--- config.mk ---
export PLATFORM = sky130hd
export DESIGN_NAME = ordered_set_ceil_floor_unit
export DESIGN_NICKNAME = d
export VERILOG_FILES = /design/src/hdl/osc_pkg.sv /design/src/hdl/ordered_set_ceil_floor_unit.sv /design/src/hdl/osc_dp.sv /design/src/hdl/osc_ctrl.sv
export SDC_FILE = /design/constraint.sdc
export NUM_CORES = 2
export LEC_CHECK = 0
export BUFFER_PORTS_ARGS = -buffer_cell sky130_fd_sc_hd__buf_2
export CORE_ASPECT_RATIO = 1.75
export CORE_MARGIN = 3
export CORE_UTILIZATION = 60
export DETAILED_ROUTE_END_ITERATION = 10
export PLACE_DENSITY = 0.76
export REMOVE_ABC_BUFFERS = 1
export SLEW_MARGIN = 10
export SYNTH_ARGS = -nofsm -noshare
export SYNTH_HDL_FRONTEND = slang
export SYNTH_SLANG_ARGS = --single-unit
--- constraint.sdc ---
create_clock -name clk -period 15.2 [get_ports clk]
set_clock_uncertainty 0.15 [all_clocks]
set_input_delay 0.76 -clock clk [delete_from_list [all_inputs] [get_ports clk]]
set_output_delay 0.76 -clock clk [all_outputs]
set_load 0.02 [all_outputs]
--- src/hdl/osc_pkg.sv ---
// Package: shared types and constants for the ordered set ceiling/floor unit.
package osc_pkg;

  localparam int CAPACITY = 64;
  localparam int ADDR_W   = $clog2(CAPACITY);
  localparam int CNT_W    = $clog2(CAPACITY + 1);
  localparam int DATA_W   = 32;

  localparam logic REQ_INSERT = 1'b0;
  localparam logic REQ_QUERY  = 1'b1;

  typedef struct packed {
    logic                     req_type;
    logic signed [DATA_W-1:0] value;
  } in_item_t;

  typedef struct packed {
    logic                     ceil_found;
    logic signed [DATA_W-1:0] ceil_value;
    logic                     floor_found;
    logic signed [DATA_W-1:0] floor_value;
    logic                     insert_dropped;
  } out_item_t;

  typedef struct packed {
    logic accept_ins;
    logic accept_qry;
    logic scan_rd;
    logic load_out;
  } osc_cmd_t;

  typedef struct packed {
    logic empty;
    logic last;
  } osc_stat_t;

endpackage

--- src/hdl/ordered_set_ceil_floor_unit.sv ---
// Top level: bounded signed multiset with ceiling/floor queries.
// Insert: accept, then FIN hands off the result; one item in flight at a time.
// Query: SCAN reads one stored entry per cycle through a single memory read
// port and comparator, then DRAIN and FIN; an empty store skips to FIN.
// Reset (rst_n low, synchronous) empties the store and drops any pending item;
// store contents are not cleared, only the entry count.
module ordered_set_ceil_floor_unit
  import osc_pkg::*;
(
  input  logic      clk,
  input  logic      rst_n,
  input  logic      in_valid,
  output logic      in_ready,
  input  in_item_t  in_item,
  output logic      out_valid,
  input  logic      out_ready,
  output out_item_t out_item
);

  osc_cmd_t  cmd;
  osc_stat_t stat;

  osc_ctrl u_ctrl (
    .clk         (clk),
    .rst_n       (rst_n),
    .in_valid    (in_valid),
    .in_req_type (in_item.req_type),
    .in_ready    (in_ready),
    .out_valid   (out_valid),
    .out_ready   (out_ready),
    .stat        (stat),
    .cmd         (cmd)
  );

  osc_dp u_dp (
    .clk      (clk),
    .rst_n    (rst_n),
    .cmd      (cmd),
    .in_item  (in_item),
    .stat     (stat),
    .out_item (out_item)
  );

endmodule

--- src/hdl/osc_dp.sv ---
// Datapath: value store, scan index, ceiling/floor accumulators and result register.
module osc_dp
  import osc_pkg::*;
(
  input  logic      clk,
  input  logic      rst_n,
  input  osc_cmd_t  cmd,
  input  in_item_t  in_item,
  output osc_stat_t stat,
  output out_item_t out_item
);

  logic [DATA_W-1:0] mem [CAPACITY];

  logic [CNT_W-1:0]         count_r;
  logic [ADDR_W-1:0]        idx_r;
  logic signed [DATA_W-1:0] key_r;
  logic                     qry_r;
  logic                     dropped_r;
  logic signed [DATA_W-1:0] rd_data_r;
  logic                     rd_vld_r;
  logic                     ceil_f_r, floor_f_r;
  logic signed [DATA_W-1:0] ceil_v_r, floor_v_r;
  out_item_t                out_r;

  logic                     full;
  logic                     ceil_hit, floor_hit;
  logic [CNT_W-1:0]         count_m1;

  assign full      = (count_r == CNT_W'(CAPACITY));
  assign count_m1  = count_r - CNT_W'(1);
  assign stat.empty = (count_r == '0);
  assign stat.last  = ({1'b0, idx_r} == count_m1);

  assign ceil_hit  = rd_vld_r && (rd_data_r >= key_r) && (!ceil_f_r || rd_data_r < ceil_v_r);
  assign floor_hit = rd_vld_r && (rd_data_r <= key_r) && (!floor_f_r || rd_data_r > floor_v_r);

  always_ff @(posedge clk) begin
    if (cmd.accept_ins && !full) begin
      mem[count_r[ADDR_W-1:0]] <= in_item.value;
    end
    if (cmd.scan_rd) begin
      rd_data_r <= $signed(mem[idx_r]);
    end
  end

  always_ff @(posedge clk) begin
    if (!rst_n) begin
      count_r   <= '0;
      idx_r     <= '0;
      rd_vld_r  <= 1'b0;
      ceil_f_r  <= 1'b0;
      floor_f_r <= 1'b0;
      qry_r     <= 1'b0;
      dropped_r <= 1'b0;
    end else begin
      rd_vld_r <= cmd.scan_rd;
      if (cmd.accept_ins) begin
        qry_r     <= 1'b0;
        dropped_r <= full;
        if (!full) begin
          count_r <= count_r + CNT_W'(1);
        end
      end
      if (cmd.accept_qry) begin
        qry_r     <= 1'b1;
        dropped_r <= 1'b0;
        idx_r     <= '0;
        ceil_f_r  <= 1'b0;
        floor_f_r <= 1'b0;
      end else begin
        if (cmd.scan_rd) begin
          idx_r <= idx_r + ADDR_W'(1);
        end
        if (ceil_hit) begin
          ceil_f_r <= 1'b1;
        end
        if (floor_hit) begin
          floor_f_r <= 1'b1;
        end
      end
    end
  end

  always_ff @(posedge clk) begin
    if (cmd.accept_qry) begin
      key_r <= in_item.value;
    end
    if (ceil_hit) begin
      ceil_v_r <= rd_data_r;
    end
    if (floor_hit) begin
      floor_v_r <= rd_data_r;
    end
    if (cmd.load_out) begin
      out_r.insert_dropped <= dropped_r;
      out_r.ceil_found     <= qry_r && ceil_f_r;
      out_r.ceil_value     <= (qry_r && ceil_f_r) ? ceil_v_r : '0;
      out_r.floor_found    <= qry_r && floor_f_r;
      out_r.floor_value    <= (qry_r && floor_f_r) ? floor_v_r : '0;
    end
  end

  assign out_item = out_r;

endmodule

--- src/hdl/osc_ctrl.sv ---
// Controller: sequences accept, store scan and result hand-off.
module osc_ctrl
  import osc_pkg::*;
(
  input  logic      clk,
  input  logic      rst_n,
  input  logic      in_valid,
  input  logic      in_req_type,
  output logic      in_ready,
  output logic      out_valid,
  input  logic      out_ready,
  input  osc_stat_t stat,
  output osc_cmd_t  cmd
);

  localparam logic [1:0] ST_IDLE  = 2'd0;
  localparam logic [1:0] ST_SCAN  = 2'd1;
  localparam logic [1:0] ST_DRAIN = 2'd2;
  localparam logic [1:0] ST_FIN   = 2'd3;

  logic [1:0] state_r, state_nxt;
  logic       out_valid_r, out_valid_nxt;
  logic       in_fire, slot_free;

  assign in_ready  = (state_r == ST_IDLE);
  assign in_fire   = in_valid && in_ready;
  assign slot_free = !out_valid_r || out_ready;
  assign out_valid = out_valid_r;

  always_comb begin
    state_nxt      = state_r;
    cmd.accept_ins = 1'b0;
    cmd.accept_qry = 1'b0;
    cmd.scan_rd    = 1'b0;
    cmd.load_out   = 1'b0;
    case (state_r)
      ST_IDLE: begin
        if (in_fire) begin
          if (in_req_type == REQ_QUERY) begin
            cmd.accept_qry = 1'b1;
            state_nxt      = stat.empty ? ST_FIN : ST_SCAN;
          end else begin
            cmd.accept_ins = 1'b1;
            state_nxt      = ST_FIN;
          end
        end
      end
      ST_SCAN: begin
        cmd.scan_rd = 1'b1;
        if (stat.last) begin
          state_nxt = ST_DRAIN;
        end
      end
      ST_DRAIN: begin
        state_nxt = ST_FIN;
      end
      ST_FIN: begin
        if (slot_free) begin
          cmd.load_out = 1'b1;
          state_nxt    = ST_IDLE;
        end
      end
      default: begin
        state_nxt = ST_IDLE;
      end
    endcase
  end

  always_comb begin
    if (cmd.load_out) begin
      out_valid_nxt = 1'b1;
    end else if (out_ready) begin
      out_valid_nxt = 1'b0;
    end else begin
      out_valid_nxt = out_valid_r;
    end
  end

  always_ff @(posedge clk) begin
    if (!rst_n) begin
      state_r     <= ST_IDLE;
      out_valid_r <= 1'b0;
    end else begin
      state_r     <= state_nxt;
      out_valid_r <= out_valid_nxt;
    end
  end

endmodule

# Word-level counts from Yosys, hierarchy flattened

Memory sizes are Yosys's and may differ from the RTL's. A register that Yosys moved wholly into a read port is not among the register bits.
Index checks and enable logic that the tools add are counted.

Reduce and logical (&&, ||, !) cells: 22
$add $sub $neg: 3
Multipliers: 0
Shifts and indexed selects: 0
Divide/modulo/power cells: 0
Muxes and demuxes: 19
Equal/unequal tests: 8
Magnitude comparators: 4
Bitwise operators: 2

Operators by type and width:

| kind                | count |
|---|---|
| $ge 32x32->1        | 1 |
| $gt 32x32->1        | 1 |
| $le 32x32->1        | 1 |
| $lt 32x32->1        | 1 |
| $mux 2              | 7 |
| $mux 1              | 11 |
| $logic_and 1x1->1   | 8 |
| $pmux 2 s4          | 1 |
| $add 7x1->7 const B | 1 |
| $eq 6x7->1          | 1 |
| $eq 7x7->1 const B  | 1 |
| $logic_not 7->1     | 1 |
| $sub 7x1->7 const B | 1 |
| $add 6x1->6 const B | 1 |
| $eq 2x2->1 const B  | 2 |
| $logic_not 1->1     | 4 |
| $ne 2x2->1 const B  | 2 |
| $reduce_bool 2->1   | 2 |
| $logic_or 1x1->1    | 3 |
| $reduce_and 3->1    | 1 |
| $eq 2x1->1 const B  | 1 |
| $logic_not 2->1     | 1 |
| $ne 2x1->1 const B  | 1 |
| $not 1->1           | 2 |
| 2 further kinds     | 2 |

Word-level logic and storage cells: 76
Memories kept: 1
Register bits: 184
Memory bits (read-only): 0
Latch bits: 0
Output and inout port bits: 69
RAM bits: 2048

Memories:

| memory   | depth | width | rd ports | clocked after Yosys merged registers in | wr ports | line         | source |
|---|---|---|---|---|---|---|---|
| u_dp.mem | 64    | 32    | 1        | 1                                       | 1        | osc_dp.sv:13 | `logic [DATA_W-1:0] mem [CAPACITY];` |

# Longest topological paths before layout

Word-level depth: 7
Gate-level depth with buffers: 10
Mapped depth without buffers: 9

# By module

From an unflattened synthesis, not the netlist that was laid out.

Cells, all modules: 3710
Area total of the unflattened synthesis: 87571.5 µm²

By module, submodules not included:

| module   | times used | area an instance (µm²) | seq. area each (µm²) | cells an instance |
|---|---|---|---|---|
| osc_dp   | 1          | 87333.8                | 67714.9              | 3683 |
| osc_ctrl | 1          | 237.7                  | 60.1                 | 27 |

# Least setup slack after synthesis

No wires, ideal clock.

Path type: register to register
From: reg u_dp.rd_data_r[9], read port of u_dp.mem
To: reg u_dp.floor_v_r[0] (enable)
Arrival: 5.173 ns
Setup time: 0.513 ns
Required time: 14.537 ns
Cell stages (with the launch flop): 9
Clock period less this slack: 5.836 ns
Path buffers: 0
Path slack: 9.364 ns
Cells stage by stage: edfxtp_1 > ha_1 > a21o_1 > a21o_1 > a221oi_1 > o211ai_1 > a21oi_1 > o21ai_1 > nor4b_1

Cells in the longest elaborated chain, start to end: 3

Ends and longest elaborated chain:

| element                                                      | line         | source |
|---|---|---|
| from (decl)                                                  | osc_dp.sv:20 | `logic signed [DATA_W-1:0] rd_data_r;` |
| $le 32x32->1 / $gt 32x32->1 (equally long branches)          | osc_dp.sv:36 | `assign floor_hit = rd_vld_r && (rd_data_r <= key_r) && (!floor_f_r \|\| rd_data_r > floor_v_r);` |
| $logic_and 1x1->1 / $logic_or 1x1->1 (equally long branches) | osc_dp.sv:36 |  |
| $logic_and 1x1->1 *                                          | osc_dp.sv:36 |  |
| via u_dp.floor_hit                                           | osc_dp.sv:27 | `logic ceil_hit, floor_hit;` |
| to (signal assigned)                                         | osc_dp.sv:93 | `floor_v_r <= rd_data_r;` |
| to (decl)                                                    | osc_dp.sv:23 | `logic signed [DATA_W-1:0] ceil_v_r, floor_v_r;` |

Mark *: on every way through the listed nets, which the timed path passes. The rest lies on a longest branch.
A chain may end at the register's enable or synchronous reset.

==> out/metrics.csv <==
metric,value,unit
synth-main-ff-cell,edfxtp_1,
nFillCells,8392,
cp_slowest_cell,dfxtp_4,
reg2reg_from,u_dp.idx_r[0],
reg2reg_depth,6,
maxSlewHeadroom,16.2,%
intPower,10600,uW
startpoint,u_dp.idx_r[0],
cts_resized,0,
port_buffers,105,
cpMostUsedCell,mux4_2,
path_cells,buf_4 -> buf_12 -> buf_4 -> mux4_2 -> mux4_2 -> mux4_2,
drive_above_1_share,29.6,%
ant_nets,0,
avgViaCountPerCell,7.08,
fmax,0.172,GHz
yosys.area_share.simple,1.54,%
synth-edff-count,2243,
crit_cells,6,
cp-start-kind,flop,
clkTransAtPathRegs,70,ps
cp_num_buf_inv,3,
cp_slowest_stage_delay,970,ps
power_frac_clock,33.4,%
critPathRequiredTime,15590,ps
layout_common_cells,"edfxtp_1, mux4_2, clkbuf_16",
post_synth_xor_area_fraction,0.160,%
dr.pass1.iters,8,
final_max_slew_viol_count,0,
max_cap_violations,0,
synth_mux_area_share,17.3,%
ios,106,
grt_max_degree,163,
endpoint,u_dp.rd_data_r[13],
yosysSeqAreaShare,77.4,%
routed_wirelength,223,mm
dp_hpwl,113,mm
crit_family,buffers and inverters,
seq_power_share,51.5,%
wl_per_cell,37.6,um
p_comb_share,15.1,%
netlist_area,0.0876,sq mm
regToRegEndpoint,u_dp.rd_data_r[13],
dieArea,0.151,sq mm
die_h,511,um
tritoncts,done,
post-route-min-period,5810,ps
rsz0062_at_grt,no,
cts_hold_buf,0,
grt_pass1_vias,43600,
dr_total_vias,41900,
post-route-period-util,38.2,%
async_flop_share,0,%
antenna_found_initial,16,
clockBufferDepth,3,
outcome,completed,
critPathKind,reg2reg,
vdd_drop_max,0.0000935,V
syn2layout_area_growth,10.4,%
rrSetupSlack,9390,ps
cts_buffers,178,
switching_share,24.3,%
ys_ff_latch,2264,
p_sw,3390,uW
clk_latency,820,ps
synth_compound_area_share,0.720,%
core_region_area,0.144,sq mm
synth_cell_type_count,53,
drcViolationCount,0,
setup_viol,0,
cts.sinks,2264,
hold_viol,0,
clockRootBuffer,clkbuf_16,
crit_arrival,6190,ps
synthCells,3705,
critPathMaxFanout,94,
grt_pass1_wl,319,mm
drt_iter0_drc,5193,
routabilityCongestion,0.829,
tightest_slew,1260,ps
final_nets,4046,
htreeDepth,4,
die_w,295,um
hp-class,in2reg,
grt-ovfl-total,0,
track_usage,30.3,%
start_util,60.7,%
avgSynthCellArea,23.6,sq um
rows,184,
final_common_cell,edfxtp_1,
power,13900,uW
end_kind,flop,
power.density,144,mW/mm^2
p_leak,0.0298,uW
synth_top_family_by_area,multiplexers,
synth_fa_ha_area_share,1.47,%
ys_warn_count,0,
cts_setup_buffers,0,
post-route-util,67.0,%
-- worst min path at each step --
stage              startpoint          endpoint  slack (ps)  depth (start not counted)
2_1_floorplan  u_dp.dropped_r  u_dp.out_item[0]         260                          0
3_3_place_gp       u_dp.qry_r        u_dp.qry_r         300                          2
3_5_place_dp   u_dp.dropped_r  u_dp.out_item[0]         310                          0
4_1_cts              in_valid    u_dp.dropped_r         140                          3
5_1_grt             out_ready  u_ctrl.out_valid         180                          3
6_report             in_valid    u_dp.dropped_r         190                          3
-- layer usage --
layer / vias to the layer above / share of wire, % / GRT usage (%)
met3: 686 / 10 / 6.12
li1: 16100 / - / -
met1: 22000 / 32 / 38.1
met4: 8 / 5.7 / 14.4
met5: - / 0.025 / 0
met2: 3051 / 52 / 51.2
-- through the flow --
stage          cells  hold slack [ps]  cell area, sq um  setup WS [ps]  TNS [ps]
3_3_place_gp    5583              300             90900           9370         0
6_report        5920              186             96700           9390         0
2_1_floorplan   3527              259             86800          -7860   -299070
4_1_cts         5911              139             96600           9310         0
5_1_grt         5915              184             96700           8930         0
3_5_place_dp    5584              315             90900           9380         0
-- tightest hold or removal path, cell delays in order --
cell and delay [ps]:
buf_2 110, a21oi_1 70, nor3_1 130
-- Yosys cell counts, drive strengths merged, types with 2 or more instances --
library cell,instances,area (sq um)
edfxtp,2243,67400
mux4,672,15100
inv,104,390
ha,103,1290
clkbuf,98,368
nor2,83,312
buf,80,444
and3,64,400
nand2,36,135
a21oi,35,175
nand4,23,144
dfxtp,21,420
o21ai,19,95.1
a21o,12,90.1
nand3,12,60.1
xnor2,12,105
nor2b,11,68.8
a211oi,9,72.6
and2,8,50.1
nor3,6,30.0
o211ai,6,45.0
a21boi,4,30.0
mux2i,4,40.0
nand3b,4,30.0
or3,4,25.0
xor2,4,35.0
a221oi,3,26.3
nor4,3,18.8
nor3b,2,15.0
nor4b,2,17.5
o31ai,2,15.0
or3b,2,17.5
-- power by group through the flow --
stage               sequential (uW)  combinational (uW)  clock, uW
CTS                            7190                2120       4700
global placement               7320                2040          0
global route                   7190                2250       4900
finish                         7190                2110       4660
detailed placement             7320                2070          0
floorplan                      7520                2450          0
-- layout make-up --
class                      count  area [sq um]  area share (%)
sequential                  2264         67800            70.1
multi-input combinational   1159         19100            19.8
clock buffer                 230          4790            4.95
tap                         1860          2330            2.41
timing repair buffer         199          1320            1.36
clock inverter                97           947           0.979
inverter                     104           390           0.404
antenna                        7          17.5          0.0181
-- state kept, by name, indices dropped and copies added (netlist names), 6 cells and up --
name            count
u_dp.ceil_v_r      32
u_dp.count_r        7
u_dp.rd_data_r     32
u_dp.key_r         32
u_dp.idx_r          6
u_dp.floor_v_r     32
u_dp.mem         2048
u_dp.out_item      67
-- cells by family after synthesis --
group | count (synthesis)
multiplexers | 677
flip-flops | 2264
buffers and inverters | 282
XOR/XNOR | 16
AND/OR/NAND/NOR | 264
adder cells (fa/ha/maj) | 103
AO/OA/AOI/OAI | 99
Power figures use the tool's default switching activity.
